==> config.mk <==
export PLATFORM = sky130hd
export DESIGN_NAME = weighted_fusion_top4_select_unit_flat
export DESIGN_NICKNAME = d
export VERILOG_FILES = /design/src/rtl/wfts_pkg.sv /design/src/rtl/wfts_if.sv /design/src/rtl/wfts_front.sv /design/src/rtl/wfts_fifo.sv /design/src/rtl/wfts_back.sv /design/src/rtl/weighted_fusion_top4_select_unit.sv /design/src/flat_wrapper.sv
export SDC_FILE = /design/constraint.sdc
export NUM_CORES = 2
export LEC_CHECK = 0
export ABC_AREA = 0
export BUFFER_PORTS_ARGS = -buffer_cell sky130_fd_sc_hd__buf_2
export CORE_MARGIN = 2
export CORE_UTILIZATION = 64
export DETAILED_ROUTE_END_ITERATION = 12
export GPL_TIMING_DRIVEN = 0
export PLACE_DENSITY_LB_ADDON = 0.08
export SETUP_SLACK_MARGIN = 0.15
export SYNTH_ARGS = -nofsm -noshare
export SYNTH_HDL_FRONTEND = slang
export SYNTH_SLANG_ARGS = --single-unit
==> constraint.sdc <==
create_clock -name clk_i -period 7.1 [get_ports clk_i]
set_input_delay 0.71 -clock clk_i [delete_from_list [all_inputs] [get_ports clk_i]]
set_output_delay 0.71 -clock clk_i [all_outputs]
set_load 0.01 [all_outputs]
==> src/rtl/wfts_pkg.sv <==
// Package with constants, types and helpers shared by the fusion top-k select block.
package wfts_pkg;

  localparam int unsigned MaxItems  = 8;
  localparam int unsigned TopCount  = 4;
  localparam int unsigned FifoDepth = 4;

  localparam int unsigned TakenW = $clog2(MaxItems + 1);
  localparam int unsigned RankW  = (TopCount > 1) ? $clog2(TopCount) : 1;
  localparam int unsigned PtrW   = (FifoDepth > 1) ? $clog2(FifoDepth) : 1;
  localparam int unsigned CountW = $clog2(FifoDepth + 1);

  localparam int unsigned WeightW = 9;
  localparam int unsigned ScoreInW = 24;
  localparam int unsigned ProdW = WeightW + 1 + ScoreInW;
  localparam int unsigned TermW = ProdW - 8;

  localparam logic [WeightW-1:0] DenseWeightRst  = 9'd154;
  localparam logic [WeightW-1:0] SparseWeightRst = 9'd102;

  localparam logic signed [31:0] EmptyId    = -32'sd1;
  localparam logic signed [31:0] EmptyScore = -32'sd2147483000;

  localparam logic CfgDenseWeight  = 1'b0;
  localparam logic CfgSparseWeight = 1'b1;

  typedef struct packed {
    logic signed [31:0] score;
    logic signed [31:0] doc;
    logic               use_cand;
    logic               is_last;
  } cand_entry_t;

  typedef enum logic [1:0] {
    ST_COLLECT = 2'b01,
    ST_EMIT    = 2'b10
  } back_state_e;

  // Divides a Q8 product by 256 with truncation toward zero.
  function automatic logic signed [TermW-1:0] q8_trunc(input logic signed [ProdW-1:0] p);
    logic signed [ProdW-1:0] adj;
    adj = p + ((p < 0) ? ProdW'(255) : ProdW'(0));
    return TermW'(adj >>> 8);
  endfunction

endpackage

==> src/rtl/wfts_if.sv <==
// Valid/ready channel interfaces for candidate items and ranked results.
interface wfts_in_if;
  logic                valid;
  logic                ready;
  logic [30:0]         doc_id;
  logic signed [23:0]  dense_score;
  logic signed [23:0]  sparse_score;
  logic [1:0]          source_mask;
  logic                has_candidate;
  logic                is_last;

  modport source (output valid, doc_id, dense_score, sparse_score, source_mask,
                  has_candidate, is_last, input ready);
  modport sink (input valid, doc_id, dense_score, sparse_score, source_mask,
                has_candidate, is_last, output ready);
endinterface

interface wfts_out_if;
  logic                valid;
  logic                ready;
  logic [1:0]          rank;
  logic signed [31:0]  ranked_doc;
  logic signed [31:0]  ranked_score;
  logic                run_last;

  modport source (output valid, rank, ranked_doc, ranked_score, run_last, input ready);
  modport sink (input valid, rank, ranked_doc, ranked_score, run_last, output ready);
endinterface

==> src/rtl/wfts_front.sv <==
// Front end: weight registers, candidate intake, set counting and score fusion.
module wfts_front (
  input  logic                              clk_i,
  input  logic                              rst_ni,
  input  logic                              cfg_we_i,
  input  logic                              cfg_idx_i,
  input  logic [wfts_pkg::WeightW-1:0]      cfg_data_i,
  wfts_in_if.sink                           in_i,
  output logic                              push_valid_o,
  input  logic                              push_ready_i,
  output wfts_pkg::cand_entry_t             push_entry_o
);

  logic [wfts_pkg::WeightW-1:0] dense_w_q, sparse_w_q;
  logic [wfts_pkg::TakenW-1:0]  taken_q, taken_d;
  logic                         stg_valid_q, stg_valid_d;
  logic signed [wfts_pkg::ProdW-1:0] prod_dense_q, prod_sparse_q;
  logic signed [wfts_pkg::ProdW-1:0] prod_dense_d, prod_sparse_d;
  logic signed [31:0]           doc_q;
  logic                         use_q, last_q;
  logic                         accept, push, use_d;
  logic signed [wfts_pkg::TermW-1:0] term_dense, term_sparse;

  assign in_i.ready = !stg_valid_q || push_ready_i;
  assign accept     = in_i.valid && in_i.ready;
  assign push       = stg_valid_q && push_ready_i;
  assign use_d      = in_i.has_candidate && (taken_q < wfts_pkg::TakenW'(wfts_pkg::MaxItems));

  always_comb begin
    prod_dense_d  = '0;
    prod_sparse_d = '0;
    if (in_i.source_mask[0]) begin
      prod_dense_d = wfts_pkg::ProdW'($signed({1'b0, dense_w_q}) * in_i.dense_score);
    end
    if (in_i.source_mask[1]) begin
      prod_sparse_d = wfts_pkg::ProdW'($signed({1'b0, sparse_w_q}) * in_i.sparse_score);
    end
  end

  always_comb begin
    taken_d = taken_q;
    if (accept) begin
      if (in_i.is_last) begin
        taken_d = '0;
      end else if (use_d) begin
        taken_d = taken_q + wfts_pkg::TakenW'(1);
      end
    end
    stg_valid_d = accept ? 1'b1 : (push ? 1'b0 : stg_valid_q);
  end

  always_ff @(posedge clk_i or negedge rst_ni) begin
    if (!rst_ni) begin
      dense_w_q   <= wfts_pkg::DenseWeightRst;
      sparse_w_q  <= wfts_pkg::SparseWeightRst;
      taken_q     <= '0;
      stg_valid_q <= 1'b0;
    end else begin
      if (cfg_we_i && cfg_idx_i == wfts_pkg::CfgDenseWeight) begin
        dense_w_q <= cfg_data_i;
      end
      if (cfg_we_i && cfg_idx_i == wfts_pkg::CfgSparseWeight) begin
        sparse_w_q <= cfg_data_i;
      end
      taken_q     <= taken_d;
      stg_valid_q <= stg_valid_d;
    end
  end

  always_ff @(posedge clk_i) begin
    if (accept) begin
      prod_dense_q  <= prod_dense_d;
      prod_sparse_q <= prod_sparse_d;
      doc_q         <= $signed({1'b0, in_i.doc_id});
      use_q         <= use_d;
      last_q        <= in_i.is_last;
    end
  end

  assign term_dense  = wfts_pkg::q8_trunc(prod_dense_q);
  assign term_sparse = wfts_pkg::q8_trunc(prod_sparse_q);

  assign push_valid_o          = stg_valid_q;
  assign push_entry_o.score    = 32'(term_dense) + 32'(term_sparse);
  assign push_entry_o.doc      = doc_q;
  assign push_entry_o.use_cand = use_q;
  assign push_entry_o.is_last  = last_q;

endmodule

==> src/rtl/wfts_fifo.sv <==
// Short queue of fused candidates between the front end and the ranking back end.
module wfts_fifo (
  input  logic                   clk_i,
  input  logic                   rst_ni,
  input  logic                   push_valid_i,
  output logic                   push_ready_o,
  input  wfts_pkg::cand_entry_t  push_entry_i,
  output logic                   pop_valid_o,
  input  logic                   pop_ready_i,
  output wfts_pkg::cand_entry_t  pop_entry_o
);

  wfts_pkg::cand_entry_t         mem_q [wfts_pkg::FifoDepth];
  logic [wfts_pkg::PtrW-1:0]     wr_ptr_q, rd_ptr_q;
  logic [wfts_pkg::CountW-1:0]   count_q;
  logic                          push, pop;

  assign push_ready_o = count_q < wfts_pkg::CountW'(wfts_pkg::FifoDepth);
  assign pop_valid_o  = count_q != '0;
  assign push         = push_valid_i && push_ready_o;
  assign pop          = pop_valid_o && pop_ready_i;
  assign pop_entry_o  = mem_q[rd_ptr_q];

  always_ff @(posedge clk_i or negedge rst_ni) begin
    if (!rst_ni) begin
      wr_ptr_q <= '0;
      rd_ptr_q <= '0;
      count_q  <= '0;
    end else begin
      if (push) begin
        wr_ptr_q <= (wr_ptr_q == wfts_pkg::PtrW'(wfts_pkg::FifoDepth - 1)) ?
                    '0 : wr_ptr_q + wfts_pkg::PtrW'(1);
      end
      if (pop) begin
        rd_ptr_q <= (rd_ptr_q == wfts_pkg::PtrW'(wfts_pkg::FifoDepth - 1)) ?
                    '0 : rd_ptr_q + wfts_pkg::PtrW'(1);
      end
      if (push && !pop) begin
        count_q <= count_q + wfts_pkg::CountW'(1);
      end else if (pop && !push) begin
        count_q <= count_q - wfts_pkg::CountW'(1);
      end
    end
  end

  always_ff @(posedge clk_i) begin
    if (push) begin
      mem_q[wr_ptr_q] <= push_entry_i;
    end
  end

endmodule

==> src/rtl/wfts_back.sv <==
// Back end: sorted top-k list update and ranked result emission.
module wfts_back (
  input  logic                   clk_i,
  input  logic                   rst_ni,
  input  logic                   pop_valid_i,
  output logic                   pop_ready_o,
  input  wfts_pkg::cand_entry_t  pop_entry_i,
  wfts_out_if.source             out_o
);

  wfts_pkg::back_state_e         state_q, state_d;
  logic signed [31:0]            ids_q [wfts_pkg::TopCount];
  logic signed [31:0]            scores_q [wfts_pkg::TopCount];
  logic signed [31:0]            ins_ids [wfts_pkg::TopCount];
  logic signed [31:0]            ins_scores [wfts_pkg::TopCount];
  logic signed [31:0]            prev_ids [wfts_pkg::TopCount];
  logic signed [31:0]            prev_scores [wfts_pkg::TopCount];
  logic [wfts_pkg::TopCount-1:0] beat_vec, hit_vec;
  logic [wfts_pkg::RankW-1:0]    rank_q;
  logic                          out_valid_q;
  logic [1:0]                    out_rank_q;
  logic signed [31:0]            out_doc_q, out_score_q;
  logic                          out_last_q;
  logic                          pop, load, final_rank;

  assign pop_ready_o = (state_q == wfts_pkg::ST_COLLECT);
  assign pop         = pop_valid_i && pop_ready_o;
  assign load        = (state_q == wfts_pkg::ST_EMIT) && (!out_valid_q || out_o.ready);
  assign final_rank  = (rank_q == wfts_pkg::RankW'(wfts_pkg::TopCount - 1));

  always_comb begin
    prev_ids[0]    = wfts_pkg::EmptyId;
    prev_scores[0] = wfts_pkg::EmptyScore;
    for (int k = 1; k < wfts_pkg::TopCount; k++) begin
      prev_ids[k]    = ids_q[k-1];
      prev_scores[k] = scores_q[k-1];
    end
  end

  always_comb begin
    for (int k = 0; k < wfts_pkg::TopCount; k++) begin
      beat_vec[k] = (pop_entry_i.score > scores_q[k]) ||
                    ((pop_entry_i.score == scores_q[k]) &&
                     ((pop_entry_i.doc < ids_q[k]) || (ids_q[k] < 0)));
    end
    hit_vec[0] = 1'b0;
    for (int k = 1; k < wfts_pkg::TopCount; k++) begin
      hit_vec[k] = hit_vec[k-1] || beat_vec[k-1];
    end
    for (int k = 0; k < wfts_pkg::TopCount; k++) begin
      if (hit_vec[k]) begin
        ins_ids[k]    = prev_ids[k];
        ins_scores[k] = prev_scores[k];
      end else if (beat_vec[k]) begin
        ins_ids[k]    = pop_entry_i.doc;
        ins_scores[k] = pop_entry_i.score;
      end else begin
        ins_ids[k]    = ids_q[k];
        ins_scores[k] = scores_q[k];
      end
    end
  end

  always_comb begin
    state_d = state_q;
    unique case (state_q)
      wfts_pkg::ST_COLLECT: begin
        if (pop && pop_entry_i.is_last) begin
          state_d = wfts_pkg::ST_EMIT;
        end
      end
      wfts_pkg::ST_EMIT: begin
        if (load && final_rank) begin
          state_d = wfts_pkg::ST_COLLECT;
        end
      end
      default: state_d = wfts_pkg::ST_COLLECT;
    endcase
  end

  always_ff @(posedge clk_i or negedge rst_ni) begin
    if (!rst_ni) begin
      state_q     <= wfts_pkg::ST_COLLECT;
      rank_q      <= '0;
      out_valid_q <= 1'b0;
      for (int k = 0; k < wfts_pkg::TopCount; k++) begin
        ids_q[k]    <= wfts_pkg::EmptyId;
        scores_q[k] <= wfts_pkg::EmptyScore;
      end
    end else begin
      state_q <= state_d;
      if (pop && pop_entry_i.use_cand) begin
        for (int k = 0; k < wfts_pkg::TopCount; k++) begin
          ids_q[k]    <= ins_ids[k];
          scores_q[k] <= ins_scores[k];
        end
      end
      if (pop && pop_entry_i.is_last) begin
        rank_q <= '0;
      end
      if (load) begin
        rank_q <= final_rank ? '0 : rank_q + wfts_pkg::RankW'(1);
        if (final_rank) begin
          for (int k = 0; k < wfts_pkg::TopCount; k++) begin
            ids_q[k]    <= wfts_pkg::EmptyId;
            scores_q[k] <= wfts_pkg::EmptyScore;
          end
        end
      end
      out_valid_q <= load ? 1'b1 : (out_o.ready ? 1'b0 : out_valid_q);
    end
  end

  always_ff @(posedge clk_i) begin
    if (load) begin
      out_rank_q  <= 2'(rank_q);
      out_doc_q   <= ids_q[rank_q];
      out_score_q <= scores_q[rank_q];
      out_last_q  <= final_rank;
    end
  end

  assign out_o.valid        = out_valid_q;
  assign out_o.rank         = out_rank_q;
  assign out_o.ranked_doc   = out_doc_q;
  assign out_o.ranked_score = out_score_q;
  assign out_o.run_last     = out_last_q;

endmodule

==> src/rtl/weighted_fusion_top4_select_unit.sv <==
// Top level of the weighted score fusion and top-4 selection block.
//
// Channel   Direction  Transfer
// in_i      sink       one candidate item: id, dense and sparse scores, mask, flags
// out_o     source     one ranked result: rank, document id, fused score, run_last
// cfg       write      dense weight (index 0) or sparse weight (index 1)
//
// A candidate is accepted each cycle while the staging register or the queue has room.
// An item passes through the staging register and the queue to the back end and updates the list there.
// A last item holds the back end for four output loads, one per rank.
// Rank 0 is loaded into the output register once the back end has entered its emit state after the last item.
// The list starts filling again once the last rank has been loaded into the output register.
// Reset restores the default weights and an empty list; there is no clearing pass.
module weighted_fusion_top4_select_unit (
  input  logic                          clk_i,
  input  logic                          rst_ni,
  input  logic                          cfg_we_i,
  input  logic                          cfg_idx_i,
  input  logic [wfts_pkg::WeightW-1:0]  cfg_data_i,
  wfts_in_if.sink                       in_i,
  wfts_out_if.source                    out_o
);

  logic                   push_valid, push_ready;
  logic                   pop_valid, pop_ready;
  wfts_pkg::cand_entry_t  push_entry, pop_entry;

  wfts_front u_front (
    .clk_i        (clk_i),
    .rst_ni       (rst_ni),
    .cfg_we_i     (cfg_we_i),
    .cfg_idx_i    (cfg_idx_i),
    .cfg_data_i   (cfg_data_i),
    .in_i         (in_i),
    .push_valid_o (push_valid),
    .push_ready_i (push_ready),
    .push_entry_o (push_entry)
  );

  wfts_fifo u_fifo (
    .clk_i        (clk_i),
    .rst_ni       (rst_ni),
    .push_valid_i (push_valid),
    .push_ready_o (push_ready),
    .push_entry_i (push_entry),
    .pop_valid_o  (pop_valid),
    .pop_ready_i  (pop_ready),
    .pop_entry_o  (pop_entry)
  );

  wfts_back u_back (
    .clk_i       (clk_i),
    .rst_ni      (rst_ni),
    .pop_valid_i (pop_valid),
    .pop_ready_o (pop_ready),
    .pop_entry_i (pop_entry),
    .out_o       (out_o)
  );

endmodule
==> src/flat_wrapper.sv <==
// flat-port wrapper written by rule: the top's interface ports become plain ports
module weighted_fusion_top4_select_unit_flat 
  (clk_i, rst_ni, cfg_we_i, cfg_idx_i, cfg_data_i, in_i_valid, in_i_doc_id, in_i_dense_score, in_i_sparse_score, in_i_source_mask, in_i_has_candidate, in_i_is_last, in_i_ready, out_o_valid, out_o_rank, out_o_ranked_doc, out_o_ranked_score, out_o_run_last, out_o_ready);
  wfts_in_if in_i_i ();
  wfts_out_if out_o_i ();
  input  logic clk_i;
  input  logic rst_ni;
  input  logic cfg_we_i;
  input  logic cfg_idx_i;
  input  logic [wfts_pkg::WeightW-1:0] cfg_data_i;
  input wire logic [$bits(in_i_i.valid)-1:0] in_i_valid;
  input wire logic [$bits(in_i_i.doc_id)-1:0] in_i_doc_id;
  input wire logic [$bits(in_i_i.dense_score)-1:0] in_i_dense_score;
  input wire logic [$bits(in_i_i.sparse_score)-1:0] in_i_sparse_score;
  input wire logic [$bits(in_i_i.source_mask)-1:0] in_i_source_mask;
  input wire logic [$bits(in_i_i.has_candidate)-1:0] in_i_has_candidate;
  input wire logic [$bits(in_i_i.is_last)-1:0] in_i_is_last;
  output wire logic [$bits(in_i_i.ready)-1:0] in_i_ready;
  output wire logic [$bits(out_o_i.valid)-1:0] out_o_valid;
  output wire logic [$bits(out_o_i.rank)-1:0] out_o_rank;
  output wire logic [$bits(out_o_i.ranked_doc)-1:0] out_o_ranked_doc;
  output wire logic [$bits(out_o_i.ranked_score)-1:0] out_o_ranked_score;
  output wire logic [$bits(out_o_i.run_last)-1:0] out_o_run_last;
  input wire logic [$bits(out_o_i.ready)-1:0] out_o_ready;
  assign in_i_i.valid = in_i_valid;
  assign in_i_i.doc_id = in_i_doc_id;
  assign in_i_i.dense_score = in_i_dense_score;
  assign in_i_i.sparse_score = in_i_sparse_score;
  assign in_i_i.source_mask = in_i_source_mask;
  assign in_i_i.has_candidate = in_i_has_candidate;
  assign in_i_i.is_last = in_i_is_last;
  assign in_i_ready = in_i_i.ready;
  assign out_o_valid = out_o_i.valid;
  assign out_o_rank = out_o_i.rank;
  assign out_o_ranked_doc = out_o_i.ranked_doc;
  assign out_o_ranked_score = out_o_i.ranked_score;
  assign out_o_run_last = out_o_i.run_last;
  assign out_o_i.ready = out_o_ready;
  weighted_fusion_top4_select_unit u_core (.clk_i(clk_i), .rst_ni(rst_ni), .cfg_we_i(cfg_we_i), .cfg_idx_i(cfg_idx_i), .cfg_data_i(cfg_data_i), .in_i(in_i_i), .out_o(out_o_i));
endmodule
==> flow_metrics.py <==
metrics = {
    "grt": {
        "grt_pass1_wl_um": 213600,
        "grtUsageTotal_pct": 33.34,
        "antenna_found_initial": 2,
        "gr-total-overflow": 0,
        "grt_pass1_vias": 38340,
        "grt_start_max_net_pins": 89,
    },
    "cells_and_area": {
        "layout-drive-gt1-share_pct": 13.90,
        "nets": 5759,
        "n_fill_cell": 5880,
        "fin_util_pct": 70.82,
        "area_growth_pct": 9.790,
        "fin_area_um2": 56950,
    },
    "clock_tree": {
        "clk_pin_slew_ps": 60,
        "cts_tree": "done",
        "htreeDepth": 3,
        "clock_latency_ps": 670,
        "cts_buffers": 76,
        "cts_root_buffer": "clkbuf_16",
        "clk_path_buf_depth": 3,
        "cts.sinks": 699,
    },
    "synth": {
        "yosysWarnings": 0,
        "syn_inst": 4630,
        "ys_seq_elements": 699,
        "ys_seq_area_share_pct": 38.02,
        "netlist.area_leader.share_pct": 23.62,
        "syn-num-nets": 5528,
        "ys_types": 80,
        "synth_edf_count": 408,
        "yosys.area.top_type": "edfxtp_1",
        "synth_common_cells": "inv_1 (688), ha_1 (442), edfxtp_1 (408), nand2_1 (408), fa_1 (358)",
        "syn_area_per_cell_um2": 11.20,
        "synthesis.area_um2": 51880,
        "yosysMostFrequentCell": "inv_1",
        "ys.flop_type": "edfxtp_1",
        "async_reset_ff_share_pct": 41.63,
        "synth.area.top_cells": "edfxtp_1 (24%), fa_1 (14%), ha_1 (11%)",
    },
    "setup_path": {
        "worstPathRequired_ps": 7490,
        "r2r_start": "u_core.u_front.dense_w_q[2]",
        "worst-r2r-setup-slack_ps": 380,
        "worst-path-max-fanout": 10,
        "cp-end-kind": "flop",
        "reg2reg_depth": 22,
        "cpMaxStageDelayCell": "dfrtp_1",
        "cp_cell_sequence": "clkbuf_2, nand2_1, fa_1, inv_1, fa_1, fa_1, fa_1, inv_1, fa_1, inv_1, ha_1, a21o_1, a21o_1, a21o_1, a2111oi_0, o21ai_0, a31o_2, a21o_1, a21boi_0, o21bai_1, xor2_1, and2_1",
        "r2r_end": "u_core.u_front.prod_dense_q[25]",
        "crit_path_start_kind": "flop",
        "worstPathArrival_ps": 7110,
        "slowest_delay_ps": 670,
        "crit_path_frequent_cell": "fa_1",
        "worstSetupPathType": "flop to flop",
    },
    "floorplan": {
        "ios": 167,
        "core_um2": 80420,
        "initial_core_util_pct": 64.51,
        "std_cell_rows": 104,
        "dieArea_um2": 83350,
        "die_width_um": 288.7,
        "die_y_um": 288.7,
    },
    "hold_path": {
        "min_path_type": "input pin to flop",
        "worstHoldPathCells": 1,
        "hold_start": "in_i_doc_id[4]",
        "min_delay_worst_endpoint": "u_core.u_front.doc_q[4]",
    },
    "sta": {
        "rsz0062_at_grt": "no",
        "min_period_ps": 6718,
        "fin_skew_ps": 38.37,
        "period_share_pct": 94.61,
        "final_hold_viol_count": 0,
        "slew_headroom_pct": 10.80,
        "max_freq_ghz": 0.1489,
        "setup_viol": 0,
        "tns_ps": 0,
        "worst_pin_slew_ps": 1338,
        "maxSlewViolCount": 0,
    },
    "place": {
        "placed_area_um2": 54180,
        "routabilityCongestion": 0.9891,
        "dpl.hpwl_um": 103300,
        "io_buffer_count": 143,
    },
    "route": {
        "routed_wl_um": 136000,
        "antenna_left": 0,
        "vias_per_cell": 6.257,
        "drc": 0,
        "drt_iter0_markers": 2997,
        "dr.pass1.iters": 8,
        "num_vias": 37435,
        "wl_per_cell_um": 22.74,
    },
    "status": {
        "outcome": "completed",
    },
    "job": {
        "drv_cap": 0,
    },
}
## worst max-delay path: cells and delay by family (launching register included)
family / cells / cell delay [ps]
adder cells (fa/ha/maj): 6 / 2840
AO/OA/AOI/OAI: 9 / 2030
flip-flops: 1 / 670
buffers and inverters: 4 / 480
AND/OR/NAND/NOR: 2 / 290
XOR/XNOR: 1 / 150
## flip-flops by register name (all words and copies together) (netlist names)
signal and cells:
u_core.u_fifo.mem_q 240, u_core.u_back.ids_q 128, u_core.u_back.prev_scores 96, u_core.u_front.prod_dense_q 34, u_core.u_front.prod_sparse_q 34, u_core.u_back.out_o.ranked_doc 32, u_core.u_back.out_o.ranked_score 32, u_core.u_back.scores_q 32
u_core.u_front.doc_q 31, u_core.u_front.dense_w_q 9, u_core.u_front.sparse_w_q 9, u_core.u_front.taken_q 4, u_core.u_fifo.count_q 3, u_core.u_back.out_o.rank 2, u_core.u_back.rank_q 2, u_core.u_back.state_q 2
u_core.u_fifo.rd_ptr_q 2, u_core.u_fifo.wr_ptr_q 2, u_core.u_back.out_o.run_last 1, u_core.u_back.out_o.valid 1, u_core.u_front.last_q 1, u_core.u_front.push_valid_o 1, u_core.u_front.use_q 1
## repair_timing
action,4_1_cts,5_1_grt
resized for setup,16,28
hold buffers,1,0
pin swaps,0,2
hold endpoints to repair,1,0
setup buffers,0,3
endpoints found under the setup margin,61,160
## layer usage
metal | track usage, % | share of wire (%)
met5 | 0 | 0
met2 | 55.92 | 49
met3 | 5.229 | 6.9
met1 | 43.65 | 40
met4 | 13.71 | 4.1
## worst max-delay path by stage
stage                                             to  slack [ps]                         start  cells after the start
global route        u_core.u_front.prod_sparse_q[33]         150  u_core.u_front.sparse_w_q[1]                     25
floorplan           u_core.u_front.prod_sparse_q[32]         620          in_i_sparse_score[9]                     22
detailed placement  u_core.u_front.prod_sparse_q[32]        -330  u_core.u_front.sparse_w_q[4]                     22
finish               u_core.u_front.prod_dense_q[25]         380   u_core.u_front.dense_w_q[2]                     22
CTS                  u_core.u_front.prod_dense_q[27]         200   u_core.u_front.dense_w_q[2]                     21
global placement           u_core.u_front.taken_q[3]        -390                        rst_ni                      1
## layout by cell type (no fill, tap or decap), types with 42 or more instances in the layout
master,count
mux4_2,123
a21o_1,143
o211ai_1,42
nand4_1,62
clkbuf_1,151
edfxtp_1,408
o21ai_0,101
nand2_1,408
fa_1,358
ha_1,442
a221oi_1,61
a221o_1,42
o22ai_1,64
buf_2,164
clkbuf_16,76
xnor2_1,86
a21oi_1,180
dfstp_2,153
and3_1,80
dfrtp_1,136
xor2_1,50
and2_1,241
nor2_1,96
inv_1,686
## cell families after synthesis
logic type / share of synthesized area [%]
fa+ha+maj: 24.48
buf+inv: 6.751
simple gates: 10.02
compound gates: 12.53
flops: 38.02
xor+xnor: 2.296
mux: 5.897
## through the flow
step | hold slack [ps] | instances | worst slack, ps
final | 218.2 | 5983 | 382.5
after global routing | 203.6 | 5982 | 147.2
after CTS | 194.4 | 5980 | 202.4
after detailed placement | 490.1 | 5842 | -330.7
after global placement | 475.4 | 5833 | -392.9
after floorplan | 414.4 | 4630 | 620.9
## cell type report
cell class	instances	area [um2]	share of cell area [%]
Multi-Input combinational cell	3021	28710	50.41
Sequential cell	699	19730	34.64
Inverter	689	2591	4.550
Clock buffer	92	2002	3.515
Tap cell	1060	1326	2.329
Timing Repair Buffer	156	1011	1.775
Buffer	218	948.4	1.665
Clock inverter	47	634.4	1.114
Antenna cell	1	2.502	0.004394
Power is not shown: default switching activity piles up to over one toggle a cycle in this logic, so the estimate is an artifact.
